### src/sv/gyro_bias_deadband_calibrator_core_defines.svh
// Assertion helpers for the gyro bias calibrator.
`ifndef GYRO_BIAS_DEADBAND_CALIBRATOR_CORE_DEFINES_SVH
`define GYRO_BIAS_DEADBAND_CALIBRATOR_CORE_DEFINES_SVH

// Same-cycle implication, disabled while in reset.
`define GBDC_ASSERT_NOW(label, clk, rst_n, ante, cons, msg) \
  label: assert property (@(posedge clk) disable iff (!rst_n) (ante) |-> (cons)) \
    else $error(msg);

// Next-cycle implication, disabled while in reset.
`define GBDC_ASSERT_NEXT(label, clk, rst_n, ante, cons, msg) \
  label: assert property (@(posedge clk) disable iff (!rst_n) (ante) |=> (cons)) \
    else $error(msg);

`endif

### src/sv/gbdc_pkg.sv
// ----------------------------------------------------------------------------
// gbdc_pkg
// Shared types and constants for the gyro bias / deadband calibrator.
// ----------------------------------------------------------------------------
package gbdc_pkg;

  localparam int unsigned SampleW = 16;
  localparam int unsigned NoiseW  = 15;
  localparam int unsigned NumAxes = 3;

  typedef logic signed [SampleW-1:0] sample_t;

  // Per-lane control from the top level for one accepted transfer.
  typedef struct packed {
    logic acc;   // calibration sample accepted
    logic last;  // final calibration sample: latch bias
  } lane_ctrl_t;

endpackage

### src/sv/gbdc_if.sv
// ----------------------------------------------------------------------------
// gbdc_in_if / gbdc_out_if
// Valid/ready channels for raw rate samples and calibrated results.
// ----------------------------------------------------------------------------
interface gbdc_in_if import gbdc_pkg::*; ();
  logic    valid;
  logic    ready;
  sample_t rate_x;
  sample_t rate_y;
  sample_t rate_z;

  modport source (output valid, output rate_x, output rate_y, output rate_z, input ready);
  modport sink   (input valid, input rate_x, input rate_y, input rate_z, output ready);
endinterface

interface gbdc_out_if import gbdc_pkg::*; ();
  logic    valid;
  logic    ready;
  sample_t cal_x;
  sample_t cal_y;
  sample_t cal_z;

  modport source (output valid, output cal_x, output cal_y, output cal_z, input ready);
  modport sink   (input valid, input cal_x, input cal_y, input cal_z, output ready);
endinterface

### src/sv/gbdc_lane.sv
// ----------------------------------------------------------------------------
// gbdc_lane
// One axis: calibration sum, peak threshold, bias, and deadband correction.
// ----------------------------------------------------------------------------
module gbdc_lane import gbdc_pkg::*; #(
  parameter int unsigned CAL_SHIFT = 7
) (
  input  logic       clk,
  input  logic       rst_n,
  input  lane_ctrl_t ctrl,
  input  sample_t    sample,
  output sample_t    cal
);

  localparam int unsigned SumW = SampleW + CAL_SHIFT;

  logic signed [SumW-1:0]  sum_r, sum_nxt, sum_shr;
  logic        [NoiseW-1:0] noise_r;
  sample_t                 bias_r;
  sample_t                 diff;
  logic        [SampleW-1:0] mag;

  assign sum_nxt = sum_r + SumW'(sample);
  assign sum_shr = sum_nxt >>> CAL_SHIFT;

  always_ff @(posedge clk) begin
    if (!rst_n) begin
      sum_r   <= '0;
      noise_r <= '0;
      bias_r  <= '0;
    end else if (ctrl.acc) begin
      sum_r <= sum_nxt;
      if (sample > $signed({1'b0, noise_r})) begin
        noise_r <= sample[NoiseW-1:0];
      end
      if (ctrl.last) begin
        bias_r <= sum_shr[SampleW-1:0];
      end
    end
  end

  // -32768 maps to magnitude 32768, never below a 15-bit threshold
  always_comb begin
    diff = sample - bias_r;
    mag  = diff[SampleW-1] ? SampleW'(-diff) : SampleW'(diff);
    cal  = (mag < {1'b0, noise_r}) ? '0 : diff;
  end

endmodule

### src/sv/gbdc_merge.sv
// ----------------------------------------------------------------------------
// gbdc_merge
// Gathers the three lane results into the output register.
// ----------------------------------------------------------------------------
module gbdc_merge import gbdc_pkg::*; (
  input  logic  clk,
  input  logic  rst_n,
  input  logic  load,
  input  sample_t lane_cal [NumAxes],
  output logic  space,
  gbdc_out_if.source out_ch
);

  logic    valid_r;
  sample_t cal_x_r, cal_y_r, cal_z_r;

  assign space = !valid_r || out_ch.ready;

  always_ff @(posedge clk) begin
    if (!rst_n) begin
      valid_r <= 1'b0;
    end else if (space) begin
      valid_r <= load;
    end
  end

  always_ff @(posedge clk) begin
    if (space && load) begin
      cal_x_r <= lane_cal[0];
      cal_y_r <= lane_cal[1];
      cal_z_r <= lane_cal[2];
    end
  end

  assign out_ch.valid = valid_r;
  assign out_ch.cal_x = cal_x_r;
  assign out_ch.cal_y = cal_y_r;
  assign out_ch.cal_z = cal_z_r;

endmodule

### src/sv/gyro_bias_deadband_calibrator_core.sv
// ----------------------------------------------------------------------------
// gyro_bias_deadband_calibrator_core
// Three-axis gyro zero-offset removal with a per-axis noise deadband.
// ----------------------------------------------------------------------------
// Usage:
//   in_ch carries one three-axis rate sample per transfer; out_ch carries one
//   calibrated sample per transfer. Both are valid/ready channels.
//   After reset the first 2^CAL_SHIFT input transfers are calibration samples
//   and produce no output. Their per-axis sums give the bias (sum >>> shift)
//   and their per-axis positive peaks give the deadband thresholds.
//   Each later input produces one output in the cycle after acceptance, taken
//   from the output register. Three axis lanes run in parallel; the merge
//   stage's output register sets the rate at one sample per cycle while the receiver does not stall.
//   in_ch.ready stays high while the output register is empty or being
//   drained, so a new sample is taken in the same cycle a result leaves.
//   When the receiver stalls, the result holds and input is stalled.
//   Reset clears the sums, thresholds, biases and calibration count, so a
//   new calibration pass starts after every reset.
// ----------------------------------------------------------------------------
`include "gyro_bias_deadband_calibrator_core_defines.svh"

module gyro_bias_deadband_calibrator_core import gbdc_pkg::*; #(
  parameter int unsigned CAL_SHIFT = 7
) (
  input  logic clk,
  input  logic rst_n,
  gbdc_in_if.sink    in_ch,
  gbdc_out_if.source out_ch
);

  localparam int unsigned CntW = CAL_SHIFT + 1;
  localparam logic [CntW-1:0] LastCnt = CntW'((1 << CAL_SHIFT) - 1);

  logic [CntW-1:0] cal_cnt_r, cal_cnt_nxt;
  logic            cal_done;
  logic            space;
  logic            in_xfer;
  lane_ctrl_t      lane_ctrl;
  sample_t         lane_in  [NumAxes];
  sample_t         lane_cal [NumAxes];

  assign cal_done    = cal_cnt_r[CAL_SHIFT];
  assign in_ch.ready = space;
  assign in_xfer     = in_ch.valid && space;

  assign lane_ctrl.acc  = in_xfer && !cal_done;
  assign lane_ctrl.last = cal_cnt_r == LastCnt;

  assign cal_cnt_nxt = cal_cnt_r + CntW'(1);

  always_ff @(posedge clk) begin
    if (!rst_n) begin
      cal_cnt_r <= '0;
    end else if (lane_ctrl.acc) begin
      cal_cnt_r <= cal_cnt_nxt;
    end
  end

  assign lane_in[0] = in_ch.rate_x;
  assign lane_in[1] = in_ch.rate_y;
  assign lane_in[2] = in_ch.rate_z;

  for (genvar g = 0; g < NumAxes; g++) begin : g_lane
    gbdc_lane #(
      .CAL_SHIFT (CAL_SHIFT)
    ) u_lane (
      .clk    (clk),
      .rst_n  (rst_n),
      .ctrl   (lane_ctrl),
      .sample (lane_in[g]),
      .cal    (lane_cal[g])
    );
  end

  gbdc_merge u_merge (
    .clk      (clk),
    .rst_n    (rst_n),
    .load     (in_xfer && cal_done),
    .lane_cal (lane_cal),
    .space    (space),
    .out_ch   (out_ch)
  );

  `GBDC_ASSERT_NOW(a_no_out_while_cal, clk, rst_n, !cal_done, !out_ch.valid, "result during calibration")
  `GBDC_ASSERT_NEXT(a_last_sets_done, clk, rst_n, lane_ctrl.acc && lane_ctrl.last, cal_done, "calibration did not end")
  `GBDC_ASSERT_NEXT(a_cnt_frozen, clk, rst_n, cal_done, $stable(cal_cnt_r), "count moved after calibration")
  `GBDC_ASSERT_NOW(a_ready_when_empty, clk, rst_n, !out_ch.valid, in_ch.ready, "stalled with empty output")

endmodule
### src/flat_wrapper.sv
// flat-port wrapper written by rule: the top's interface ports become plain ports
module gyro_bias_deadband_calibrator_core_flat import gbdc_pkg::*;
#(
  parameter int unsigned CAL_SHIFT = 7
)
  (clk, rst_n, in_ch_valid, in_ch_rate_x, in_ch_rate_y, in_ch_rate_z, in_ch_ready, out_ch_valid, out_ch_cal_x, out_ch_cal_y, out_ch_cal_z, out_ch_ready);
  gbdc_in_if in_ch_i ();
  gbdc_out_if out_ch_i ();
  input  logic clk;
  input  logic rst_n;
  input wire logic [$bits(in_ch_i.valid)-1:0] in_ch_valid;
  input wire logic [$bits(in_ch_i.rate_x)-1:0] in_ch_rate_x;
  input wire logic [$bits(in_ch_i.rate_y)-1:0] in_ch_rate_y;
  input wire logic [$bits(in_ch_i.rate_z)-1:0] in_ch_rate_z;
  output wire logic [$bits(in_ch_i.ready)-1:0] in_ch_ready;
  output wire logic [$bits(out_ch_i.valid)-1:0] out_ch_valid;
  output wire logic [$bits(out_ch_i.cal_x)-1:0] out_ch_cal_x;
  output wire logic [$bits(out_ch_i.cal_y)-1:0] out_ch_cal_y;
  output wire logic [$bits(out_ch_i.cal_z)-1:0] out_ch_cal_z;
  input wire logic [$bits(out_ch_i.ready)-1:0] out_ch_ready;
  assign in_ch_i.valid = in_ch_valid;
  assign in_ch_i.rate_x = in_ch_rate_x;
  assign in_ch_i.rate_y = in_ch_rate_y;
  assign in_ch_i.rate_z = in_ch_rate_z;
  assign in_ch_ready = in_ch_i.ready;
  assign out_ch_valid = out_ch_i.valid;
  assign out_ch_cal_x = out_ch_i.cal_x;
  assign out_ch_cal_y = out_ch_i.cal_y;
  assign out_ch_cal_z = out_ch_i.cal_z;
  assign out_ch_i.ready = out_ch_ready;
  gyro_bias_deadband_calibrator_core #(.CAL_SHIFT(CAL_SHIFT)) u_core (.clk(clk), .rst_n(rst_n), .in_ch(in_ch_i), .out_ch(out_ch_i));
endmodule
### config.mk
export PLATFORM = sky130hd
export DESIGN_NAME = gyro_bias_deadband_calibrator_core_flat
export DESIGN_NICKNAME = d
export VERILOG_FILES = /design/src/sv/gbdc_pkg.sv /design/src/sv/gbdc_if.sv /design/src/sv/gbdc_lane.sv /design/src/sv/gbdc_merge.sv /design/src/sv/gyro_bias_deadband_calibrator_core.sv /design/src/flat_wrapper.sv
export VERILOG_INCLUDE_DIRS = /design/src /design/src/sv
export SDC_FILE = /design/constraint.sdc
export NUM_CORES = 1
export LEC_CHECK = 0
export ABC_AREA = 1
export BUFFER_PORTS_ARGS = -buffer_cell sky130_fd_sc_hd__buf_4
export CORE_AREA = 4 4 238 240
export CTS_CLUSTER_DIAMETER = 200
export DETAILED_ROUTE_END_ITERATION = 12
export DIE_AREA = 0 0 242 244
export PLACE_DENSITY = 0.48
export SLEW_MARGIN = 30
export SYNTH_ARGS = -nofsm -noshare
export SYNTH_HDL_FRONTEND = slang
export SYNTH_SLANG_ARGS = --single-unit
### constraint.sdc
create_clock -name clk -period 4.78 [get_ports clk]
set_input_delay 0.717 -clock clk [delete_from_list [all_inputs] [get_ports clk]]
set_output_delay 0.717 -clock clk [all_outputs]
set_load 0.01 [all_outputs]
==> metrics, run 1 <==
outcome completed; most common cell after layout, fill and taps aside nand2_1; via count 16,800; RD Place Congestion 0.889; Worst-Skew Late Latency 0.58 ns; Die H 244 um; CP endpoint u_core.u_merge.out_ch.cal_x[13]; library cells used by synthesis 50; PwrDens 308 nW/um2; Row Count 86; CTS Sinks 219; vias in the first global route 16,000; initial antenna violation count 0; Worst R2R Setup Slack 0.68 ns; Slew @ Worst Pin 0.929 ns; Worst Path Arrival 4.42 ns; critical path depth in cells 24; post-synthesis simple-gate area fraction 28.1%; largest family of logic cells by synthesized area simple AND/OR/NAND/NOR gates; Vias per Instance 4.82; initial detailed-routing violation count 953; Setup Crit Path Kind flop to flop; hold_ws 0.405 ns; n_diodes 0; mux contribution to synthesized area 0%; share of layout cells above drive strength 1 7.73%; Slowest-stage cell, CP dfxtp_1; Initial Util 32.7%; CP Max Fanout 16; Tcrit/Tclk final 85.7%; max-slew violations 0; Area growth, synth to finish 14.2%; Die ar. 59,000 um2; count of buffers from port buffering 101; fin worst setup slack 0.683 ns; TritonCTS clock tree yes; global-route wire length before repair 85,000 um; Antenna Nets Post-Route 0; Worst Reg-to-Reg Cells 24; Max VDD drop 202 uV; CP Capture Type flop; post-synthesis xor/xnor area fraction 4.43%; CTS buffer count 30; WL/cell 15.3 um; Cell Chain, Critical Path inv_1 > ha_1 > a21oi_1 > o21ai_0 > a21oi_1 > nand2_1 > nand2_1 > nand2_1 > inv_1 > nand2_1 > xor2_1 > inv_1 > ha_1 > a21oi_1 > o21a_1 > o21ai_0 > nand2_1 > nand2_1 > nand2_1 > nand2_1 > nand2_1 > nand3_2 > nand2_1 > inv_1; hold_buf cts 0; CP Launch Point u_core.g_lane[0].u_lane.bias_r[12]; most frequent cells in the layout nand2_1 (686), inv_1 (469), nor2_1 (238), ha_1 (202), dfxtp_1 (171); r2r endpoint u_core.u_merge.out_ch.cal_x[13]; Compound-Gate Fraction of Synth Area 13.8%; mean cell area of the mapped netlist 6.68 um2; cell mode on critical path nand2_1; Post-Route WL 53,700 um; gate count of the mapped netlist 2,674; worst r2r src u_core.g_lane[0].u_lane.bias_r[12]; crit-path max cell delay 0.37 ns; Max Cap Viol 0; Overflow after GRT 0; core area 54,700 um2; RSZ-0062 raised after global routing false; Die W 242 um; Synth Register Bits 219; CTS max path bufs 3; hold crit path type input port to flop; Critical Path RT 5.10 ns; fmax 244 MHz; sequential element share of the synthesized area 27.3%; num ports 102; clock skew 0.0271 ns; post-CTS sizing 0; Hold Crit Start in_ch_rate_y[8]; largest net degree at the start of global routing 88; Leak Pwr 10.5 nW; Critical Path Source Type flop; final hold vios 0; drt pass-1 iters 7; Post-Synthesis Cell Area 17,800 um2; Detail Placement HPWL 42,700 um; Clock Pin Slew Worst Setup and Hold Paths 0.06 ns; Mapped Nets 2,934; drt drc 0; Post-Synth Adder-Cell Area 14.8%; postcts setup bufs 0; Rel. slew slack 38.1%; H-tree Lvls 1; final setup fails 0; yosys warns 0; Worst Path Buf+Inv 4; Setup TNS 0 ns; dpl ws 0.116 ns; global-route usage over all layers 17.5%; post-layout min period 4.10 ns; Final #Nets 3,030; root buf cell clkbuf_16; CP top delay family simple AND/OR/NAND/NOR gates; Tot Pwr 6.28 mW
## worst reg2reg max path: stages (launching register included)
cell	delay (ns)
dfxtp_1	0.37
inv_1	0.06
ha_1	0.36
a21oi_1	0.25
o21ai_0	0.13
a21oi_1	0.17
nand2_1	0.07
nand2_1	0.06
nand2_1	0.18
inv_1	0.35
nand2_1	0.11
xor2_1	0.15
inv_1	0.06
ha_1	0.30
a21oi_1	0.16
o21a_1	0.13
o21ai_0	0.14
nand2_1	0.10
nand2_1	0.05
nand2_1	0.05
nand2_1	0.04
nand2_1	0.08
nand3_2	0.26
nand2_1	0.16
inv_1	0.05
## worst min path at each step
| stage | to | slack (ns) | depth (start not counted) |
|---|---|---|---|
| detailed placement | u_core.g_lane[1].u_lane.sum_r[2] | 0.46 | 2 |
| finish | u_core.g_lane[1].u_lane.noise_r[8] | 0.41 | 3 |
| global route | u_core.g_lane[1].u_lane.noise_r[12] | 0.41 | 3 |
| floorplan | u_core.g_lane[1].u_lane.bias_r[0] | 0.43 | 2 |
| global placement | u_core.g_lane[1].u_lane.sum_r[2] | 0.45 | 2 |
| CTS | u_core.g_lane[1].u_lane.noise_r[14] | 0.37 | 3 |
## power breakdown
group / total [mW] / internal (mW) / leakage, nW / switching [mW]
sequential: 2.06 / 2.01 / 1.84 / 0.0474
combinational: 1.97 / 0.698 / 8.15 / 1.27
clock: 2.25 / 1.36 / 0.490 / 0.889
## stage by stage
stage          util (%)  area (um2)  cells
2_1_floorplan         -       17800   2674
3_3_place_gp       35.5       19400   3442
3_5_place_dp       35.5       19400   3442
4_1_cts            37.3       20400   3498
5_1_grt            37.3       20400   3498
6_report           37.3       20400   3498
## routing by layer
layer | part of all wire, % | wire (um) | global-route usage [%] | vias to the layer above
met2 | 45 | 24000 | 29.2 | 317
met4 | 2.2 | 1170 | 4.25 | 0
met5 | 0 | 0 | 0 | -
li1 | - | - | - | 8841
met1 | 49 | 26400 | 24.1 | 7622
met3 | 3.8 | 2040 | 2.09 | 69
## synthesized netlist by cell type, drive strengths merged
| cell type | count | share of area, % |
|---|---|---|
| nor2 | 244 | 5.2 |
| a221oi | 5 | 0.25 |
| buf | 16 | 0.56 |
| ha | 202 | 14 |
| o21bai | 28 | 1.2 |
| o22ai | 24 | 0.84 |
| or2 | 5 | 0.18 |
| nor4 | 9 | 0.32 |
| o211ai | 31 | 1.3 |
| a31oi | 11 | 0.39 |
| a22o | 1 | 0.049 |
| o21ai | 132 | 3.7 |
| xnor2 | 26 | 1.3 |
| nand3 | 143 | 4.2 |
| dfxtp | 171 | 19 |
| and2 | 5 | 0.18 |
| inv | 481 | 10 |
| and3 | 1 | 0.035 |
| xor2 | 60 | 3.2 |
| a21oi | 159 | 4.5 |
| nand2 | 701 | 15 |
| a21boi | 3 | 0.13 |
| a211oi | 10 | 0.42 |
| edfxtp | 48 | 8.1 |
| clkbuf | 39 | 0.82 |
| nand3b | 11 | 0.46 |
| nand4 | 46 | 1.6 |
| nor3 | 29 | 0.84 |
| o21a | 20 | 0.84 |
| nor3b | 1 | 0.042 |
| clkinv | 1 | 0.021 |
| a21o | 5 | 0.21 |
| fa | 6 | 0.67 |
## registers in the layout, indices dropped and copies added, names as in the netlist
signal	count
u_core.u_merge.out_ch.cal_y	16
u_core.g_lane.u_lane.sum_r	69
u_core.u_merge.out_ch.cal_x	16
u_core.g_lane.u_lane.noise_r	45
u_core.cal_cnt_r	8
u_core.u_merge.out_ch.cal_z	16
u_core.u_merge.out_ch.valid	1
u_core.g_lane.u_lane.bias_r	48
## cell type report
class	count	area [um2]
clock buffer	41	863
clock inverter	15	130
fill	5873	34300
inverter	482	1810
multi-input combinational	1918	10900
sequential	219	4860
tap	704	881
timing repair buffer	119	893
## logic make-up after synthesis
group                      count (synthesis)
DFF                                      219
buffers and inverters                    537
and+or+nand+nor                         1195
xor gates and xnor gates                  86
adders and majority gates                208
AOI/OAI and AO/OA                        429
Power figures use the tool's default switching activity.
==> run 2, diff against run 1 <==
Settings changed: BUFFER_PORTS_ARGS -buffer_cell sky130_fd_sc_hd__buf_4 to unset, DONT_BUFFER_PORTS set to 1, PLACE_DENSITY 0.48 to 0.47.
==> run 2 against run 1 <==
  * Sequential share of layout area is 0.95 points higher
  * Wire length is 0.19% higher
  * Flip-flop and latch count stayed put
  * Utilization is 1.4 points lower
  * Worst setup slack worse by 0.11 ns
  * Critical path type unchanged
  * Clock skew is 0.00061 ns higher
  * Design area is 3.8% lower
  * Clock-buffer cell count stayed put
==> metrics, run 2 (synthesis results as in run 1) <==
postcts setup bufs 0; Vias per Instance 4.87; via count 16,500; vias in the first global route 15,600; Worst Path Arrival 4.53 ns; post-layout min period 4.21 ns; max-slew violations 0; Rel. slew slack 38.5%; Critical Path RT 5.10 ns; Worst-Skew Late Latency 0.59 ns; max reg flops 69; Setup TNS 0 ns; most flop-heavy register u_core.g_lane.u_lane.sum_r; Post-Route WL 53,800 um; global-route wire length before repair 85,500 um; Detail Placement HPWL 41,900 um; hold crit path type input port to flop; Cell Chain, Critical Path ha_1 > inv_1 > fa_1 > xor2_1 > nor2_1 > nand3_1 > nor2_1 > nand3_1 > nor3_1 > or2_1 > xor2_1 > inv_1 > ha_1 > a21oi_1 > nor3_1 > a211oi_1 > nand2_1 > nand2_1 > nand2_1 > nand2_1 > nand3_2 > and2_1; WL/cell 15.8 um; Tcrit/Tclk final 88.1%; Die H 244 um; CTS max path bufs 3; drt drc 0; post-CTS sizing 0; most common cell after layout, fill and taps aside nand2_1; largest net degree at the start of global routing 126; hold_ws 0.259 ns; Area growth, synth to finish 9.83%; WHS Endpoint u_core.g_lane[1].u_lane.noise_r[11]; Setup Crit Path Kind flop to flop; core area 54,700 um2; final hold vios 0; num ports 102; Initial Util 32.7%; Worst R2R Setup Slack 0.57 ns; Final #Nets 2,927; n_diodes 0; CTS Sinks 219; RSZ-0062 raised after global routing false; Die W 242 um; most frequent cells in the layout nand2_1 (686), inv_1 (469), nor2_1 (238), ha_1 (202), dfxtp_1 (171); worst r2r src u_core.g_lane[1].u_lane.bias_r[0]; hold_buf cts 0; global-route usage over all layers 17.7%; layout filler cell count 5,946; Hold Crit Start in_ch_rate_y[11]; CTS buffer count 30; Slew @ Worst Pin 0.920 ns; crit-path max cell delay 0.45 ns; clock skew 0.0277 ns; Overflow after GRT 0; r2r endpoint u_core.u_merge.out_ch.cal_y[15]; outcome completed; Antenna Nets Post-Route 0; Clock Pin Slew Worst Setup and Hold Paths 0.06 ns; cell mode on critical path nand2_1; fmax 238 MHz; final setup fails 0; Die ar. 59,000 um2; H-tree Lvls 1; Max VDD drop 261 uV; root buf cell clkbuf_16; CP Max Fanout 16; drt pass-1 iters 5; CP Capture Type flop; Critical Path Source Type flop; top flop regs u_core.g_lane.u_lane.sum_r x69, u_core.g_lane.u_lane.bias_r x48, u_core.g_lane.u_lane.noise_r x45; Worst Reg-to-Reg Cells 22; RD Place Congestion 0.897; PwrDens 315 nW/um2; share of layout cells above drive strength 1 4.31%; Slowest-stage cell, CP fa_1; count of buffers from port buffering 0; Hold Crit Depth 2; Row Count 86; TritonCTS clock tree yes; initial antenna violation count 0; Max Cap Viol 0; initial detailed-routing violation count 980; Leak Pwr 9.98 nW
-- run 2: cell count changes in the layout (fill, tap and decap cells not counted) --
cell        previous run  this run
nand3_2                6         7
clkbuf_1               5         6
clkinv_1               5         1
clkinvlp_4             1         2
clkinv_8               0         1
buf_4                119        16
clkbuf_16             31        30
clkinv_2               6         7
inv_4                  0         1
clkinv_4               2         1
nand3_1              136       135
-- run 2: how the worst max path moves through the flow --
stage	startpoint	endpoint	slack, ns
6_report	u_core.g_lane[1].u_lane.bias_r[0]	u_core.u_merge.out_ch.cal_y[15]	0.57
5_1_grt	u_core.g_lane[0].u_lane.bias_r[0]	u_core.u_merge.out_ch.cal_x[15]	0.20
4_1_cts	u_core.g_lane[1].u_lane.bias_r[0]	u_core.u_merge.out_ch.cal_y[15]	0.56
3_5_place_dp	in_ch_rate_x[0]	u_core.u_merge.out_ch.cal_x[2]	0.24
3_3_place_gp	in_ch_rate_y[0]	u_core.u_merge.out_ch.cal_y[15]	0.27
2_1_floorplan	in_ch_rate_y[0]	u_core.u_merge.out_ch.cal_y[7]	0.78
-- run 2: stage by stage --
stage          utilization [%]  setup slack (ns)  total power, mW  cell area (um2)  std cells
2_1_floorplan                -             0.781             3.55            17800       2674
4_1_cts                   35.9             0.564             6.27            19600       3394
6_report                  35.9             0.570             6.18            19600       3394
5_1_grt                   35.9             0.202             6.65            19600       3394
3_3_place_gp              34.1             0.268             3.94            18600       3339
3_5_place_dp              34.1             0.235             3.97            18600       3339
-- run 2: report_power, final --
part / switching, mW / internal [mW] / total (mW)
Sequential: 0.0466 / 2.01 / 2.06
Clock: 0.913 / 1.34 / 2.25
Combinational: 1.21 / 0.670 / 1.88
Total: 2.17 / 4.02 / 6.18
-- run 2: final cells by class --
cell class / instances / area (um2) / share of cell area, %
well taps: 704 / 881 / 4.49
flip-flops and latches: 219 / 4860 / 24.8
multi-input cells: 1918 / 10900 / 55.8
inverters: 482 / 1810 / 9.23
clock inverters: 14 / 141 / 0.721
repair buffers: 16 / 120 / 0.613
clock buffers: 41 / 842 / 4.30
-- run 2: metal layers --
metal | global-route usage [%] | share of wire, % | vias to the layer above
li1 | - | - | 8647
met1 | 24.4 | 49 | 7547
met2 | 29.7 | 46 | 259
met3 | 2.26 | 3.7 | 63
met4 | 3.62 | 2.0 | 0
met5 | 0 | 0 | -
-- run 2: worst max-delay path, delay by kind of cell, from the launching register on --
| family | cells | cell delay [ns] |
|---|---|---|
| AND/OR/NAND/NOR | 13 | 1.81 |
| adder cells (fa/ha/maj) | 3 | 0.92 |
| flip-flops | 1 | 0.41 |
| XOR/XNOR | 2 | 0.36 |
| AO/OA/AOI/OAI | 2 | 0.32 |
| buffers and inverters | 2 | 0.14 |
